--- config.mk ---
export PLATFORM = sky130hd
export DESIGN_NAME = resistive_touch_sample_filter
export DESIGN_NICKNAME = d
export VERILOG_FILES = /design/src/rtl/rtsf_pkg.sv /design/src/rtl/rtsf_accum.sv /design/src/rtl/rtsf_div.sv /design/src/rtl/resistive_touch_sample_filter.sv
export SDC_FILE = /design/constraint.sdc
export NUM_CORES = 1
export LEC_CHECK = 0
export ABC_AREA = 1
export BUFFER_PORTS_ARGS = -buffer_cell sky130_fd_sc_hd__buf_4
export CORE_UTILIZATION = 40
export CTS_CLUSTER_SIZE = 12
export DETAILED_ROUTE_END_ITERATION = 10
export PLACE_DENSITY = 0.66
export SYNTH_ARGS = -nofsm -noshare
export SYNTH_HDL_FRONTEND = slang
export SYNTH_SLANG_ARGS = --single-unit
--- constraint.sdc ---
create_clock -name clk -period 8.3 [get_ports clk]
set_input_delay 0.415 -clock clk [delete_from_list [all_inputs] [get_ports clk]]
set_output_delay 0.415 -clock clk [all_outputs]
set_load 0.01 [all_outputs]
--- src/rtl/rtsf_pkg.sv ---
package rtsf_pkg;

	// sample and result field widths
	localparam int SAMPLE_W  = 12;
	localparam int OUTCOME_W = 2;
	localparam int THR_W     = 13;

	localparam logic [SAMPLE_W-1:0] FULL_SCALE = 12'd4095;

	// shared divider operand widths: dividend covers (raw - lo) * smax
	localparam int NUM_W = 2 * SAMPLE_W;
	localparam int DEN_W = SAMPLE_W;

	// configuration port
	localparam int CFG_IDX_W = 3;
	localparam int CFG_W     = 24;

	localparam logic [CFG_IDX_W-1:0] REG_CAL_X_LOW    = 3'd0;
	localparam logic [CFG_IDX_W-1:0] REG_CAL_X_HIGH   = 3'd1;
	localparam logic [CFG_IDX_W-1:0] REG_CAL_Y_LOW    = 3'd2;
	localparam logic [CFG_IDX_W-1:0] REG_CAL_Y_HIGH   = 3'd3;
	localparam logic [CFG_IDX_W-1:0] REG_GHOST_CENTER = 3'd4;
	localparam logic [CFG_IDX_W-1:0] REG_GHOST_RADIUS = 3'd5;
	localparam logic [CFG_IDX_W-1:0] REG_PRESS_THR    = 3'd6;
	localparam logic [CFG_IDX_W-1:0] REG_ORIENT       = 3'd7;

	localparam logic [SAMPLE_W-1:0] CAL_LOW_RST  = 12'd200;
	localparam logic [SAMPLE_W-1:0] CAL_HIGH_RST = 12'd3900;
	localparam logic [THR_W-1:0]    THR_RST      = 13'd400;

	// orientation flag bits
	localparam int OR_SWAP  = 0;
	localparam int OR_INV_X = 1;
	localparam int OR_INV_Y = 2;
	localparam int OR_RAW   = 3;

	// outcome codes
	localparam logic [OUTCOME_W-1:0] OUT_TOUCH = 2'd0;
	localparam logic [OUTCOME_W-1:0] OUT_LOW   = 2'd1;
	localparam logic [OUTCOME_W-1:0] OUT_GHOST = 2'd2;

	// accumulator controls from the sequencer
	typedef struct packed {
		logic take;       // sample transfer this cycle
		logic clr_press;  // clear Z1/Z2 totals
		logic clr_axis;   // clear running sum/min/max
		logic clr_index;  // restart the frame
	} acc_ctl_t;

endpackage

--- src/rtl/rtsf_accum.sv ---
module rtsf_accum #(
	parameter int SAMPLES_PER_AXIS = 30,
	parameter int PRESSURE_READS   = 4
) (
	input  logic                                  clk,
	input  logic                                  arst_n,
	input  rtsf_pkg::acc_ctl_t                    ctl,
	input  logic [rtsf_pkg::SAMPLE_W-1:0]         sample,
	output logic [$clog2(2*PRESSURE_READS+2*SAMPLES_PER_AXIS+1)-1:0] idx,
	output logic [rtsf_pkg::SAMPLE_W+$clog2(PRESSURE_READS+1)-1:0]    z1_total,
	output logic [rtsf_pkg::SAMPLE_W+$clog2(PRESSURE_READS+1)-1:0]    z2_total,
	output logic [rtsf_pkg::SAMPLE_W+$clog2(SAMPLES_PER_AXIS+1)-1:0]  kept
);

	localparam int Y_END = 2 * PRESSURE_READS + 2 * SAMPLES_PER_AXIS;
	localparam int IDX_W = $clog2(Y_END + 1);
	localparam int Z_W   = rtsf_pkg::SAMPLE_W + $clog2(PRESSURE_READS + 1);
	localparam int AX_W  = rtsf_pkg::SAMPLE_W + $clog2(SAMPLES_PER_AXIS + 1);

	localparam logic [IDX_W-1:0] Z1_END = IDX_W'(PRESSURE_READS);
	localparam logic [IDX_W-1:0] Z2_END = IDX_W'(2 * PRESSURE_READS);

	logic [IDX_W-1:0]              idx_q;
	logic [Z_W-1:0]                z1_q, z2_q;
	logic [AX_W-1:0]               tot_q;
	logic [rtsf_pkg::SAMPLE_W-1:0] least_q, most_q;

	always_ff @(posedge clk or negedge arst_n) begin
		if (!arst_n) begin
			idx_q   <= '0;
			z1_q    <= '0;
			z2_q    <= '0;
			tot_q   <= '0;
			least_q <= rtsf_pkg::FULL_SCALE;
			most_q  <= '0;
		end else begin
			if (ctl.take) begin
				idx_q <= idx_q + IDX_W'(1);
				if (idx_q < Z1_END) begin
					z1_q <= z1_q + Z_W'(sample);
				end else if (idx_q < Z2_END) begin
					z2_q <= z2_q + Z_W'(sample);
				end else begin
					tot_q <= tot_q + AX_W'(sample);
					if (sample < least_q) least_q <= sample;
					if (sample > most_q)  most_q  <= sample;
				end
			end
			if (ctl.clr_press) begin
				z1_q <= '0;
				z2_q <= '0;
			end
			if (ctl.clr_axis) begin
				tot_q   <= '0;
				least_q <= rtsf_pkg::FULL_SCALE;
				most_q  <= '0;
			end
			if (ctl.clr_index) idx_q <= '0;
		end
	end

	assign idx      = idx_q;
	assign z1_total = z1_q;
	assign z2_total = z2_q;
	// trimmed sum: one minimum and one maximum dropped
	assign kept     = tot_q - AX_W'(least_q) - AX_W'(most_q);

endmodule

--- src/rtl/rtsf_div.sv ---
module rtsf_div (
	input  logic                           clk,
	input  logic                           arst_n,
	input  logic                           start,
	input  logic [rtsf_pkg::NUM_W-1:0]     num,
	input  logic [rtsf_pkg::DEN_W-1:0]     den,
	output logic                           busy,
	output logic                           done,
	output logic [rtsf_pkg::NUM_W-1:0]     quo
);

	localparam int NUM_W = rtsf_pkg::NUM_W;
	localparam int DEN_W = rtsf_pkg::DEN_W;
	localparam int CNT_W = $clog2(NUM_W + 1);

	logic [NUM_W-1:0] quo_q;
	logic [DEN_W-1:0] rem_q, den_q;
	logic [CNT_W-1:0] cnt_q;
	logic             busy_q, done_q;
	logic [DEN_W:0]   trial;
	logic             fits;
	logic [DEN_W:0]   diff;

	// restoring divide, one quotient bit per cycle, dividend shifts out MSB first
	assign trial = {rem_q, quo_q[NUM_W-1]};
	assign fits  = trial >= {1'b0, den_q};
	assign diff  = trial - {1'b0, den_q};

	always_ff @(posedge clk or negedge arst_n) begin
		if (!arst_n) begin
			busy_q <= 1'b0;
			done_q <= 1'b0;
			cnt_q  <= '0;
		end else begin
			done_q <= 1'b0;
			if (start && !busy_q) begin
				busy_q <= 1'b1;
				cnt_q  <= CNT_W'(NUM_W);
			end else if (busy_q) begin
				cnt_q <= cnt_q - CNT_W'(1);
				if (cnt_q == CNT_W'(1)) begin
					busy_q <= 1'b0;
					done_q <= 1'b1;
				end
			end
		end
	end

	always_ff @(posedge clk) begin
		if (start && !busy_q) begin
			quo_q <= num;
			rem_q <= '0;
			den_q <= den;
		end else if (busy_q) begin
			quo_q <= {quo_q[NUM_W-2:0], fits};
			rem_q <= fits ? diff[DEN_W-1:0] : trial[DEN_W-1:0];
		end
	end

	assign busy = busy_q;
	assign done = done_q;
	assign quo  = quo_q;

	a_no_restart: assert property (@(posedge clk) disable iff (!arst_n)
		start |-> !busy_q)
		else $error("divider started while busy");

	a_done_after_busy: assert property (@(posedge clk) disable iff (!arst_n)
		done_q |-> $past(busy_q))
		else $error("divider done without a running divide");

	a_rem_bound: assert property (@(posedge clk) disable iff (!arst_n)
		busy_q |-> (rem_q < den_q))
		else $error("partial remainder not below divisor");

endmodule

--- src/rtl/resistive_touch_sample_filter.sv ---
// Resistive touch sample filter.
// s_* stream: one 12-bit ADC conversion per transfer, in the fixed frame order
//   PRESSURE_READS x Z1, PRESSURE_READS x Z2, SAMPLES_PER_AXIS x X, then Y.
// m_* stream: one result per failed pressure gate and one per complete frame.
//   tuser carries touched and outcome, tdata the position.
// cfg_*: plain register writes, taken at any edge with cfg_we high.
// Throughput: one sample per cycle while samples are being summed. At the three
//   phase ends the sequencer holds s_tready low and reuses one restoring divider
//   (NUM_W = 24 bits, one quotient bit per cycle) and one registered 12x12
//   multiplier:
//     end of Z2: two divides;
//     end of X : one divide;
//     end of Y : one divide, the null zone squares on the multiplier, and up
//                to two mapping divides.
// Reset: calibration registers take their defaults, the frame restarts at Z1,
//   no result is pending.
// Stall: a finished result sits in the output register; sampling continues.
//   A second result waits in the sequencer until the first transfer completes.
module resistive_touch_sample_filter #(
	parameter int SAMPLES_PER_AXIS = 30,
	parameter int PRESSURE_READS   = 4,
	parameter int SCREEN_WIDTH     = 320,
	parameter int SCREEN_HEIGHT    = 240
) (
	input  logic                              clk,
	input  logic                              arst_n,
	// input sample stream
	input  logic                              s_tvalid,
	output logic                              s_tready,
	input  logic [15:0]                       s_tdata,   // [11:0] adc_sample
	// result stream
	output logic                              m_tvalid,
	input  logic                              m_tready,
	output logic [23:0]                       m_tdata,   // [11:0] pos_x, [23:12] pos_y
	output logic [2:0]                        m_tuser,   // [0] touched, [2:1] outcome
	// configuration
	input  logic                              cfg_we,
	input  logic [rtsf_pkg::CFG_IDX_W-1:0]    cfg_index,
	input  logic [rtsf_pkg::CFG_W-1:0]        cfg_data
);

	localparam int SW    = rtsf_pkg::SAMPLE_W;
	localparam int NUM_W = rtsf_pkg::NUM_W;
	localparam int DEN_W = rtsf_pkg::DEN_W;
	localparam int Z2_END = 2 * PRESSURE_READS;
	localparam int X_END  = Z2_END + SAMPLES_PER_AXIS;
	localparam int Y_END  = X_END + SAMPLES_PER_AXIS;
	localparam int IDX_W  = $clog2(Y_END + 1);
	localparam int Z_W    = SW + $clog2(PRESSURE_READS + 1);
	localparam int AX_W   = SW + $clog2(SAMPLES_PER_AXIS + 1);

	localparam logic [SW-1:0]    WMAX = SW'(SCREEN_WIDTH - 1);
	localparam logic [SW-1:0]    HMAX = SW'(SCREEN_HEIGHT - 1);
	localparam logic [DEN_W-1:0] PRESS_DIV = DEN_W'(PRESSURE_READS);
	localparam logic [DEN_W-1:0] TRIM_DIV  = DEN_W'(SAMPLES_PER_AXIS - 2);

	// sequencer states
	localparam logic [3:0] ST_ACC    = 4'd0;
	localparam logic [3:0] ST_ZDIV1  = 4'd1;
	localparam logic [3:0] ST_ZDIV2  = 4'd2;
	localparam logic [3:0] ST_GATE   = 4'd3;
	localparam logic [3:0] ST_XDIV   = 4'd4;
	localparam logic [3:0] ST_YDIV   = 4'd5;
	localparam logic [3:0] ST_SQX    = 4'd6;
	localparam logic [3:0] ST_SQY    = 4'd7;
	localparam logic [3:0] ST_SQR    = 4'd8;
	localparam logic [3:0] ST_CMP    = 4'd9;
	localparam logic [3:0] ST_MAP    = 4'd10;
	localparam logic [3:0] ST_MAPDIV = 4'd11;
	localparam logic [3:0] ST_EMIT   = 4'd12;

	// configuration registers
	logic [SW-1:0]              cal_x_low_q, cal_x_high_q, cal_y_low_q, cal_y_high_q;
	logic [2*SW-1:0]            ghost_center_q;
	logic [SW-1:0]              ghost_radius_q;
	logic [rtsf_pkg::THR_W-1:0] thr_q;
	logic [3:0]                 orient_q;

	// sequencer and datapath
	logic [3:0]                 state_q;
	logic                       div_start_q;
	logic                       axis_q;       // 0: column, 1: row
	logic [SW-1:0]              avg1_q, x_avg_q, y_avg_q;
	logic [rtsf_pkg::THR_W-1:0] gate_q;
	logic [2*SW-1:0]            prod_q;
	logic [2*SW:0]              sq_sum_q;
	logic                       res_touched_q;
	logic [rtsf_pkg::OUTCOME_W-1:0] res_outcome_q;
	logic [SW-1:0]              res_x_q, res_y_q;

	// output register
	logic                       out_valid_q;
	logic                       out_touched_q;
	logic [rtsf_pkg::OUTCOME_W-1:0] out_outcome_q;
	logic [SW-1:0]              out_x_q, out_y_q;

	rtsf_pkg::acc_ctl_t         ctl;
	logic [IDX_W-1:0]           idx, pos_next;
	logic [Z_W-1:0]             z1_total, z2_total;
	logic [AX_W-1:0]            kept;
	logic                       accept;
	logic                       div_busy, div_done;
	logic [NUM_W-1:0]           div_num, div_quo;
	logic [DEN_W-1:0]           div_den;
	logic [SW-1:0]              quo_s;
	logic [SW:0]                dx, dy;
	logic [SW-1:0]              adx, ady;
	logic [SW-1:0]              mul_a, mul_b;
	logic                       swap;
	logic [SW-1:0]              map_raw, map_lo, map_hi, map_smax, map_val, map_out;
	logic                       map_inv, map_le_lo, map_ge_hi;
	logic                       load_out;

	assign accept   = s_tvalid && s_tready;
	assign s_tready = (state_q == ST_ACC);
	assign pos_next = idx + IDX_W'(1);
	assign quo_s    = div_quo[SW-1:0];

	always_ff @(posedge clk or negedge arst_n) begin
		if (!arst_n) begin
			cal_x_low_q    <= rtsf_pkg::CAL_LOW_RST;
			cal_x_high_q   <= rtsf_pkg::CAL_HIGH_RST;
			cal_y_low_q    <= rtsf_pkg::CAL_LOW_RST;
			cal_y_high_q   <= rtsf_pkg::CAL_HIGH_RST;
			ghost_center_q <= '0;
			ghost_radius_q <= '0;
			thr_q          <= rtsf_pkg::THR_RST;
			orient_q       <= '0;
		end else if (cfg_we) begin
			case (cfg_index)
				rtsf_pkg::REG_CAL_X_LOW:    cal_x_low_q    <= cfg_data[SW-1:0];
				rtsf_pkg::REG_CAL_X_HIGH:   cal_x_high_q   <= cfg_data[SW-1:0];
				rtsf_pkg::REG_CAL_Y_LOW:    cal_y_low_q    <= cfg_data[SW-1:0];
				rtsf_pkg::REG_CAL_Y_HIGH:   cal_y_high_q   <= cfg_data[SW-1:0];
				rtsf_pkg::REG_GHOST_CENTER: ghost_center_q <= cfg_data[2*SW-1:0];
				rtsf_pkg::REG_GHOST_RADIUS: ghost_radius_q <= cfg_data[SW-1:0];
				rtsf_pkg::REG_PRESS_THR:    thr_q          <= cfg_data[rtsf_pkg::THR_W-1:0];
				rtsf_pkg::REG_ORIENT:       orient_q       <= cfg_data[3:0];
				default: ;
			endcase
		end
	end

	// accumulator controls
	always_comb begin
		ctl.take      = accept;
		ctl.clr_press = (state_q == ST_ZDIV2) && div_done;
		ctl.clr_axis  = div_done && ((state_q == ST_ZDIV2) || (state_q == ST_XDIV) ||
		                             (state_q == ST_YDIV));
		ctl.clr_index = ((state_q == ST_GATE) && (gate_q < thr_q)) ||
		                ((state_q == ST_YDIV) && div_done);
	end

	rtsf_accum #(
		.SAMPLES_PER_AXIS(SAMPLES_PER_AXIS),
		.PRESSURE_READS  (PRESSURE_READS)
	) u_accum (
		.clk     (clk),
		.arst_n  (arst_n),
		.ctl     (ctl),
		.sample  (s_tdata[SW-1:0]),
		.idx     (idx),
		.z1_total(z1_total),
		.z2_total(z2_total),
		.kept    (kept)
	);

	// mapping operands; swap exchanges the raw axes and their calibration pairs
	assign swap = orient_q[rtsf_pkg::OR_SWAP];
	always_comb begin
		if (!axis_q) begin
			map_raw  = swap ? y_avg_q : x_avg_q;
			map_lo   = swap ? cal_y_low_q : cal_x_low_q;
			map_hi   = swap ? cal_y_high_q : cal_x_high_q;
			map_smax = WMAX;
			map_inv  = orient_q[rtsf_pkg::OR_INV_X];
		end else begin
			map_raw  = swap ? x_avg_q : y_avg_q;
			map_lo   = swap ? cal_x_low_q : cal_y_low_q;
			map_hi   = swap ? cal_x_high_q : cal_y_high_q;
			map_smax = HMAX;
			map_inv  = orient_q[rtsf_pkg::OR_INV_Y];
		end
	end
	assign map_le_lo = map_raw <= map_lo;
	assign map_ge_hi = map_raw >= map_hi;
	// clamped ends in ST_MAP, divider quotient in ST_MAPDIV
	assign map_val = (state_q == ST_MAPDIV) ? quo_s : (map_le_lo ? '0 : map_smax);
	assign map_out = map_inv ? (map_smax - map_val) : map_val;

	// null zone distances
	assign dx  = {1'b0, x_avg_q} - {1'b0, ghost_center_q[SW-1:0]};
	assign dy  = {1'b0, y_avg_q} - {1'b0, ghost_center_q[2*SW-1:SW]};
	assign adx = dx[SW] ? SW'(-dx) : dx[SW-1:0];
	assign ady = dy[SW] ? SW'(-dy) : dy[SW-1:0];

	// shared multiplier operands
	always_comb begin
		case (state_q)
			ST_SQX: begin
				mul_a = adx;
				mul_b = adx;
			end
			ST_SQY: begin
				mul_a = ady;
				mul_b = ady;
			end
			ST_SQR: begin
				mul_a = ghost_radius_q;
				mul_b = ghost_radius_q;
			end
			default: begin
				mul_a = map_raw - map_lo;
				mul_b = map_smax;
			end
		endcase
	end

	always_ff @(posedge clk) begin
		prod_q <= mul_a * mul_b;
	end

	// shared divider operands
	always_comb begin
		case (state_q)
			ST_ZDIV1: begin
				div_num = NUM_W'(z1_total);
				div_den = PRESS_DIV;
			end
			ST_ZDIV2: begin
				div_num = NUM_W'(z2_total);
				div_den = PRESS_DIV;
			end
			ST_XDIV, ST_YDIV: begin
				div_num = NUM_W'(kept);
				div_den = TRIM_DIV;
			end
			default: begin
				div_num = prod_q;
				div_den = map_hi - map_lo;
			end
		endcase
	end

	rtsf_div u_div (
		.clk   (clk),
		.arst_n(arst_n),
		.start (div_start_q),
		.num   (div_num),
		.den   (div_den),
		.busy  (div_busy),
		.done  (div_done),
		.quo   (div_quo)
	);

	// sequencer
	always_ff @(posedge clk or negedge arst_n) begin
		if (!arst_n) begin
			state_q     <= ST_ACC;
			div_start_q <= 1'b0;
			axis_q      <= 1'b0;
		end else begin
			div_start_q <= 1'b0;
			case (state_q)
				ST_ACC: begin
					if (accept) begin
						if (pos_next == IDX_W'(Z2_END)) begin
							state_q     <= ST_ZDIV1;
							div_start_q <= 1'b1;
						end else if (pos_next == IDX_W'(X_END)) begin
							state_q     <= ST_XDIV;
							div_start_q <= 1'b1;
						end else if (pos_next == IDX_W'(Y_END)) begin
							state_q     <= ST_YDIV;
							div_start_q <= 1'b1;
						end
					end
				end
				ST_ZDIV1: begin
					if (div_done) begin
						state_q     <= ST_ZDIV2;
						div_start_q <= 1'b1;
					end
				end
				ST_ZDIV2: begin
					if (div_done) state_q <= ST_GATE;
				end
				ST_GATE: begin
					state_q <= (gate_q < thr_q) ? ST_EMIT : ST_ACC;
				end
				ST_XDIV: begin
					if (div_done) state_q <= ST_ACC;
				end
				ST_YDIV: begin
					if (div_done) begin
						axis_q <= 1'b0;
						if (orient_q[rtsf_pkg::OR_RAW]) begin
							state_q <= ST_EMIT;
						end else if (ghost_radius_q != '0) begin
							state_q <= ST_SQX;
						end else begin
							state_q <= ST_MAP;
						end
					end
				end
				ST_SQX: state_q <= ST_SQY;
				ST_SQY: state_q <= ST_SQR;
				ST_SQR: state_q <= ST_CMP;
				ST_CMP: begin
					state_q <= (sq_sum_q < {1'b0, prod_q}) ? ST_EMIT : ST_MAP;
				end
				ST_MAP: begin
					if (map_le_lo || map_ge_hi) begin
						if (!axis_q) begin
							axis_q <= 1'b1;
						end else begin
							state_q <= ST_EMIT;
						end
					end else begin
						// product settles this cycle, divide starts next
						state_q     <= ST_MAPDIV;
						div_start_q <= 1'b1;
					end
				end
				ST_MAPDIV: begin
					if (div_done) begin
						if (!axis_q) begin
							axis_q  <= 1'b1;
							state_q <= ST_MAP;
						end else begin
							state_q <= ST_EMIT;
						end
					end
				end
				ST_EMIT: begin
					if (load_out) state_q <= ST_ACC;
				end
				default: state_q <= ST_ACC;
			endcase
		end
	end

	// sequencer payload
	always_ff @(posedge clk) begin
		case (state_q)
			ST_ZDIV1: begin
				if (div_done) avg1_q <= quo_s;
			end
			ST_ZDIV2: begin
				if (div_done) begin
					gate_q <= {1'b0, avg1_q} + {1'b0, rtsf_pkg::FULL_SCALE} - {1'b0, quo_s};
				end
			end
			ST_GATE: begin
				res_touched_q <= 1'b0;
				res_outcome_q <= rtsf_pkg::OUT_LOW;
				res_x_q       <= '0;
				res_y_q       <= '0;
			end
			ST_XDIV: begin
				if (div_done) x_avg_q <= quo_s;
			end
			ST_YDIV: begin
				if (div_done) begin
					y_avg_q       <= quo_s;
					// raw mode result; overwritten on the other paths
					res_touched_q <= 1'b1;
					res_outcome_q <= rtsf_pkg::OUT_TOUCH;
					res_x_q       <= x_avg_q;
					res_y_q       <= quo_s;
				end
			end
			ST_SQY: sq_sum_q <= {1'b0, prod_q};
			ST_SQR: sq_sum_q <= sq_sum_q + {1'b0, prod_q};
			ST_CMP: begin
				if (sq_sum_q < {1'b0, prod_q}) begin
					res_touched_q <= 1'b0;
					res_outcome_q <= rtsf_pkg::OUT_GHOST;
					res_x_q       <= '0;
					res_y_q       <= '0;
				end
			end
			ST_MAP, ST_MAPDIV: begin
				if ((state_q == ST_MAPDIV) ? div_done : (map_le_lo || map_ge_hi)) begin
					res_touched_q <= 1'b1;
					res_outcome_q <= rtsf_pkg::OUT_TOUCH;
					if (!axis_q) begin
						res_x_q <= map_out;
					end else begin
						res_y_q <= map_out;
					end
				end
			end
			default: ;
		endcase
	end

	// output register: loads when empty or being drained this cycle
	assign load_out = (state_q == ST_EMIT) && (!out_valid_q || m_tready);

	always_ff @(posedge clk or negedge arst_n) begin
		if (!arst_n) begin
			out_valid_q <= 1'b0;
		end else if (load_out) begin
			out_valid_q <= 1'b1;
		end else if (m_tready) begin
			out_valid_q <= 1'b0;
		end
	end

	always_ff @(posedge clk) begin
		if (load_out) begin
			out_touched_q <= res_touched_q;
			out_outcome_q <= res_outcome_q;
			out_x_q       <= res_x_q;
			out_y_q       <= res_y_q;
		end
	end

	assign m_tvalid = out_valid_q;
	assign m_tdata  = {out_y_q, out_x_q};
	assign m_tuser  = {out_outcome_q, out_touched_q};

	a_idx_range: assert property (@(posedge clk) disable iff (!arst_n)
		idx <= IDX_W'(Y_END))
		else $error("sample index past end of frame");

	a_no_touch_zero: assert property (@(posedge clk) disable iff (!arst_n)
		(m_tvalid && !m_tuser[0]) |-> (m_tdata == '0))
		else $error("no-touch result carries a position");

	a_frame_end_stall: assert property (@(posedge clk) disable iff (!arst_n)
		(accept && (pos_next == IDX_W'(Y_END))) |=> !s_tready)
		else $error("sampling continued past frame end");

	a_ready_div_idle: assert property (@(posedge clk) disable iff (!arst_n)
		s_tready |-> !div_busy)
		else $error("sampling while divider busy");

endmodule

* Word level (Yosys, flattened, before mapping)
Index checks and enable logic that the tools add are counted.
** Storage, ports and cells
- Flip-flop bits (word level) :: 393
- Logic and storage cells :: 263
- Bits of input ports :: 48
** Cells by class
- Reduce and logical (&&, ||, !) cells :: 54
- Multiplexer cells :: 103
- Equality and inequality tests :: 40
- $add $sub $neg :: 18
- Multipliers :: 1
- $lt $le $gt $ge :: 9
** Operators with widths (number)
- $mux 12 :: 32
- $mux 15 :: 7
- $pmux 12 s4 :: 2
- $pmux 12 s3 :: 2
- $pmux 24 s3 :: 1
- $mux 17 :: 4
- $mux 4 :: 15
- $pmux 4 s13 :: 1
- $pmux 25 s2 :: 1
- $mux 24 :: 2
- $sub 12x12->12 :: 4
- $sub 17x12->17 :: 2
- $add 15x12->15 :: 2
- $reduce_and 2->1 :: 13
- $sub 12x12->13 :: 2
- $add 25x24->25 :: 1
- $lt 25x24->1 :: 1
- $mul 12x12->24 :: 1
- $neg 12->12 :: 2
- $pmux 12 s2 :: 1
- $mux 1 :: 21
- $eq 4x4->1 const B :: 5
- $reduce_bool 2->1 :: 10
- $ne 2x2->1 const B :: 9
- 47 further kinds :: 84

* Longest topological paths before layout
Gate-level depths: netlist of the first run.
- Word-level depth :: 10
- Gate-level depth with buffers :: 39
- Mapped depth without buffers :: 38

* Modules after synthesis
A second synthesis of the first run with hierarchy kept.
** Unflattened totals
- Cells, all modules :: 4041
- Area, all modules :: 31579.0 um^2
** By module, submodules not included
- resistive_touch_sample_filter :: instances 1, area an instance 21589.5 um^2, cells each 2714
- rtsf_accum :: instances 1, area an instance 6901.6 um^2, cells each 951
- rtsf_div :: instances 1, area an instance 3088.0 um^2, cells each 376

* Worst setup path before layout of the first run
No wires, ideal clock.
- Path type :: register to register
- Start :: register axis_q
- End :: register prod_q[22]
- Path slack :: 0.927 ns
- Buffers on the path :: 3
- Library setup time :: 0.072 ns
- Cell stages (with the launch flop) :: 33
- Required time :: 8.228 ns
- Arrival :: 7.301 ns
- Path through :: dfrtp_1 > buf_2 > xor2_1 > clkbuf_1 > clkbuf_1 > mux2i_1 > ha_1 > a21oi_1 > o21bai_1 > a21oi_1 > o21ai_0 > xor2_1 > nand2_1 > nand2_1 > inv_2 > nand2_1 > fa_1 > inv_1 > fa_1 > fa_1 > fa_1 > inv_1 > fa_1 > inv_1 > ha_1 > a21oi_1 > o21ai_0 > a21oi_1 > nand2_1 > a21boi_0 > o21ai_0 > a21oi_1 > xor2_1
** Between the ends
- Cells in the longest elaborated chain, start to end :: 4
- Elaborated cells on any way between the ends :: 7
- Those cells by class :: add/sub: 1; mul: 1; mux: 5
** Ends and longest elaborated chain
- start, declared :: line resistive_touch_sample_filter.sv:82 : logic axis_q;
- start signal, assigned :: line resistive_touch_sample_filter.sv:261 : axis_q <= 1'b0;
- start signal, assigned :: line resistive_touch_sample_filter.sv:296 : axis_q <= 1'b0;
- start signal, assigned :: line resistive_touch_sample_filter.sv:315 : axis_q <= 1'b1;
- $mux 12 :: line resistive_touch_sample_filter.sv:171 : if (!axis_q) begin
- $sub 12x12->12 :: line resistive_touch_sample_filter.sv:213 : mul_a = map_raw - map_lo;
- $pmux 12 s3 :: line resistive_touch_sample_filter.sv:199 : case (state_q)
- $mul 12x12->24 (*) :: line resistive_touch_sample_filter.sv:220 : prod_q <= mul_a * mul_b;
- end signal, assigned :: line resistive_touch_sample_filter.sv:220
- end, declared :: line resistive_touch_sample_filter.sv:85 : logic [2*SW-1:0] prod_q;
Every way passes the cells marked *; elsewhere a longest branch is shown, timed or not.
A chain may end at the register's enable or synchronous reset.

* Final worst setup path of the first run
Ends and elaborated chain as after synthesis.

==> flow_summary.toml, run 1 <==
[cells_and_area]
post_route_cells_drive_above_1_share = 0.0724
mostFrequentLayoutCell = "nand2_1"
areaGrowthSynthToFinish_pct = 10.6
fillers = 7232
nets = 4222
multi_input_area_mm2 = 0.0167
antenna_cells = 0
stdcell_count = 4757
regArea_mm2 = 0.0105
final_cell_mix = "nand2_1, inv_1, o21ai_0"

[floorplanning]
die_area_mm2 = 0.0757
die_x_um = 275
rows = 99
initial_core_util = 0.407
die_h_um = 275
core_mm2 = 0.0733
io_pins = 77

[global_route]
grt_pass1_wl_um = 131000
grt_max_degree = 95
antenna_found_initial = 0
grt.total_usage = 0.220
grt_pass1_vias = 24100
gr-total-overflow = 0

[sta]
fmax_mhz = 131
rsz0062_at_grt = "false"
finalHoldViolations = 0
finalSetupViolations = 0
worstMarginPinSlew_ns = 1.26
period_needed_ns = 7.65
finalMaxSlewViolations = 0
tns_ns = 0
skew_ns = 0.0266
post-route-period-util = 0.922
relSlewSlack = 0.160

[detailed_routing]
first_pass_iters = 8
num_vias = 24900
drc = 7
wl_um = 82200
first_iter_violations = 1968
wl_per_cell_um = 17.3
final_antenna_net_count = 0
via_per_inst = 5.23

[clock_network]
cts_tree = "built"
cts_resized = 0
path_clk_slew_ns = 0.06
cts_buffer_depth = 3
htreeDepth = 2
cts-root-buf = "clkbuf_16"
cts_made_buffers = 45
cts.sinks = 393
clock_latency_ns = 0.60

[placement]
gp_congestion = 0.947
dp_cells = 4671
port-buffer-count = 72
dp_hpwl_um = 64500

[synthesis]
synth_ff_type = "edfxtp_1"
synth_area_mm2 = 0.0298
synthTopCellsByArea = "edfxtp_1, dfrtp_1, ha_1, nand2_1, fa_1"
ys_warn_count = 0
async_flop_share = 0.491
synthCells = 3681
synth.avg_cell_area_um2 = 8.11
ys_ff_latch = 393
synth_top_cell_by_area = "edfxtp_1"
yosysTopAreaCellShare = 0.165
ys_seq_area_frac = 0.353
syn_nets = 4141
synth-edff-count = 164
synth_cell_types = 66

[status]
failed_checks = "design-rule violations"
outcome = "complete, but fails checks"

[hold_path]
holdPathStages = 3
hp-class = "in -> reg"

[flow_run]
max_cap_violations = 0

[setup_path]
slowest_stage = "fa_1"
slowest_delay_ns = 0.58
critPathCaptureType = "flop"
arrival_ns = 8.17
worst_r2r_path_depth = 34
critPathLaunchType = "flop"
worst_path_most_repeated_cell = "nand2_1"
required_ns = 8.82
path_class = "reg -> reg"
crit_fanout = 23
## critical path: cells and delay by family, from the launching register on
kind	cells	cell delay (ns)
flip-flops	1	0.44
AO/OA/AOI/OAI	8	1.28
adder cells (fa/ha/maj)	8	3.54
XOR/XNOR	3	0.61
buffers and inverters	5	0.51
AND/OR/NAND/NOR	10	1.19
## path summary, 6_finish.rpt
| kind | from | to | slack (ns) |
|---|---|---|---|
| min in group asynchronous | arst_n | thr_q[10] | 0.42 |
| max reg2reg | axis_q | prod_q[22] | 0.65 |
| max in group asynchronous | arst_n | u_accum.tot_q[16] | 5.86 |
| min reg2reg | res_x_q[11] | out_x_q[11] | 0.41 |
| max | axis_q | prod_q[22] | 0.65 |
| min | cfg_data[1] | orient_q[1] | 0.06 |
## synthesized netlist by cell type (25+ instances only)
cell,instances
fa_1,122
inv_1,588
dfxtp_1,36
dfrtp_1,156
xor2_1,51
nor2_1,257
a21oi_1,254
nand3_1,180
edfxtp_1,164
ha_1,290
dfstp_2,37
o21ai_0,358
xnor2_1,25
clkbuf_1,46
nor3_1,34
nand2_1,773
nand4_1,33
## sequential cells by signal (all words and copies together) (netlist names), 13 cells and up
name and count:
gate_q 13, ghost_center_q 24, prod_q 24, sq_sum_q 25, thr_q 13, u_accum.tot_q 17
u_accum.z1_total 15, u_accum.z2_total 15, u_div.quo 24
## stage by stage
step	instance area [um2]	worst slack, ns	utilization	hold slack (ns)
6_report	33000	0.647	0.450	0.0622
5_1_grt	33000	0.0563	0.450	0.0612
4_1_cts	33000	0.488	0.450	0.0394
3_5_place_dp	31500	0.534	0.430	0.405
3_3_place_gp	31500	0.569	0.430	0.402
2_1_floorplan	29800	0.927	-	0.119
## per-layer routing
| layer | share of wire | GRT usage | wire [um] | vias up |
|---|---|---|---|---|
| met4 | 0.022 | 0.0570 | 1820 | 0 |
| met1 | 0.45 | 0.299 | 37100 | 11700 |
| met5 | 0 | 0 | 0 | - |
| met2 | 0.47 | 0.368 | 38500 | 715 |
| li1 | - | - | - | 12300 |
| met3 | 0.057 | 0.0272 | 4690 | 103 |
## timing repair
action                                  in CTS  in global routing
hold buffers                                 1                  0
endpoints found under the hold margin       71                  0
endpoints found under the setup margin       0                  1
setup buffers                                0                  2
## cells by family (layout without fill, tap and decap cells)
group,after synthesis,count (layout),share of synthesized area
AND/OR/NAND/NOR,1339,1339,0.188
AO/OA/AOI/OAI,764,764,0.141
buffers and inverters,683,800,0.0878
adder cells (fa/ha/maj),412,412,0.203
flip-flops,393,393,0.353
XOR/XNOR,76,76,0.0223
multiplexers,14,14,0.00478
## final cells by class
cell class | count | share of cell area
repair buffers | 106 | 0.0248
well taps | 959 | 0.0363
flip-flops and latches | 393 | 0.319
clock inverters | 18 | 0.00614
clock buffers | 65 | 0.0379
inverters | 611 | 0.0696
multi-input cells | 2605 | 0.507
Power of run 1 is left out: the tool's default activity adds up to more than one toggle a clock period on the data nets, which glitch-free logic cannot reach.
==> inputs of run 2 (changes only) <==
- PLACE_DENSITY: 0.66 -> default
- SYNTH_HIERARCHICAL: default -> 1
==> flow_summary.toml, run 2 <==
[placement]
port-buffer-count = 72
gp_congestion = 0.940
dp_hpwl_um = 70000

[floorplanning]
rows = 102
core_mm2 = 0.0777
io_pins = 77
die_x_um = 283
initial_core_util = 0.406
die_area_mm2 = 0.0801
die_h_um = 283

[sta]
relSlewSlack = 0.241
finalHoldViolations = 0
worstMarginPinSlew_ns = 1.13
finalMaxSlewViolations = 0
fmax_mhz = 129
holdWs_ns = 0.0445
finalSetupViolations = 0
tns_ns = 0
rsz0062_at_grt = "false"
skew_ns = 0.0303
period_needed_ns = 7.75
post-route-period-util = 0.934

[detailed_routing]
wl_per_cell_um = 17.3
via_per_inst = 5.08
wl_um = 90000
final_antenna_net_count = 0
drc = 0
first_pass_iters = 6
num_vias = 26400
first_iter_violations = 1897

[cells_and_area]
largest-register = "sq_sum_q"
areaGrowthSynthToFinish_pct = 10.3
final_cell_mix = "nand2_1, inv_1, ha_1"
post_route_cells_drive_above_1_share = 0.0967
nets = 4568
largest_reg_flops = 25
mostFrequentLayoutCell = "nand2_1"
antenna_cells = 0

[synthesis]
synth_area_mm2 = 0.0316
synthTopCellsByArea = "edfxtp_1, nand2_1, dfrtp_1, ha_1, fa_1"
ys_seq_area_frac = 0.333
async_flop_share = 0.491
synth.most_common_cell = "nand2_1"
ys_warn_count = 6
synthCells = 4041
synth_cell_types = 62
yosysTopAreaCellShare = 0.156
synth.avg_cell_area_um2 = 7.81
synth_ff_type = "edfxtp_1"
synth_top_cell_by_area = "edfxtp_1"
synth-edff-count = 164
syn_nets = 4500
ys_ff_latch = 393
synth_common_cells = "nand2_1, inv_1, ha_1"

[setup_path]
path_class = "reg -> reg"
required_ns = 8.83
critPathLaunchType = "flop"
worst_r2r_path_depth = 32
slowest_delay_ns = 0.56
critPathCaptureType = "flop"
crit_fanout = 9
arrival_ns = 8.28
slowest_stage = "fa_1"

[clock_network]
post-cts-setup-buffers = 0
cts.sinks = 393
htreeDepth = 2
path_clk_slew_ns = 0.06
cts-root-buf = "clkbuf_16"
cts_tree = "built"
cts_made_buffers = 46
cts_buffer_depth = 3
clock_latency_ns = 0.62

[global_route]
grt_max_degree = 70
grt_pass1_vias = 25800
antenna_found_initial = 1
grt_pass1_wl_um = 144000
gr-total-overflow = 0
grt.total_usage = 0.226

[flow_run]
max_cap_violations = 0

[status]
outcome = "completed"

[hold_path]
holdPathStages = 3
hp-class = "in -> reg"
run 2: per-layer routing:
| metal | part of all wire | wire length [um] | track usage |
|---|---|---|---|
| met1 | 0.45 | 40600 | 0.304 |
| met2 | 0.47 | 42600 | 0.383 |
| met3 | 0.050 | 4460 | 0.0271 |
| met4 | 0.026 | 2310 | 0.0605 |
| met5 | 0 | 0 | 0 |
run 2: path summary, 6_finish.rpt:
path | end | slack, ns | startpoint
setup / recovery | prod_q[23] | 0.55 | x_avg_q[0]
hold / removal | orient_q[1] | 0.04 | cfg_data[1]
setup reg to reg | prod_q[23] | 0.55 | x_avg_q[0]
hold reg to reg | out_y_q[8] | 0.42 | res_y_q[8]
max in group asynchronous | u_accum/tot_q[11] | 6.48 | arst_n
min in group asynchronous | ghost_center_q[22] | 0.37 | arst_n
run 2: final cells by class:
cell class | count | area [um2]
Tap cell | 1040 | 1300
Clock inverter | 24 | 333
Clock buffer | 62 | 1280
Timing Repair Buffer | 101 | 771
Inverter | 651 | 2450
Sequential cell | 393 | 10500
Fill cell | 7784 | 42900
Multi-Input combinational cell | 2916 | 18200
run 2: critical path: cells and delay by family (launching register included):
family | cells | cell delay (ns)
DFF | 1 | 0.40
adders and majority gates | 8 | 3.66
AOI/OAI and AO/OA | 6 | 1.47
and+or+nand+nor | 10 | 1.21
xor gates and xnor gates | 1 | 0.16
buffers and inverters | 7 | 0.74
run 2: logic make-up (layout without fill, tap and decap cells):
| kind of cell | Yosys count | after routing | synth area share |
|---|---|---|---|
| and+or+nand+nor | 1802 | 1802 | 0.250 |
| buffers and inverters | 732 | 838 | 0.0922 |
| AOI/OAI and AO/OA | 605 | 605 | 0.105 |
| adders and majority gates | 411 | 411 | 0.192 |
| DFF | 393 | 393 | 0.333 |
| xor gates and xnor gates | 85 | 85 | 0.0236 |
| muxes | 13 | 13 | 0.00420 |
run 2: timing repair:
action,CTS,global route
gates resized for setup,0,2
hold buffers,1,0
endpoints found under the setup margin,0,3
endpoints found under the hold margin,55,0
run 2: per-stage QoR:
| step | cell area (um2) | utilization | worst slack [ns] | std cells |
|---|---|---|---|---|
| after CTS | 34800 | 0.448 | 0.388 | 5187 |
| final | 34800 | 0.448 | 0.547 | 5187 |
| after global placement | 33200 | 0.427 | 0.489 | 5100 |
| after global routing | 34800 | 0.448 | 0.0137 | 5187 |
| after detailed placement | 33200 | 0.427 | 0.452 | 5100 |
| after floorplan | 31600 | - | 0.914 | 4041 |
Power of run 2 is left out for the same reason.
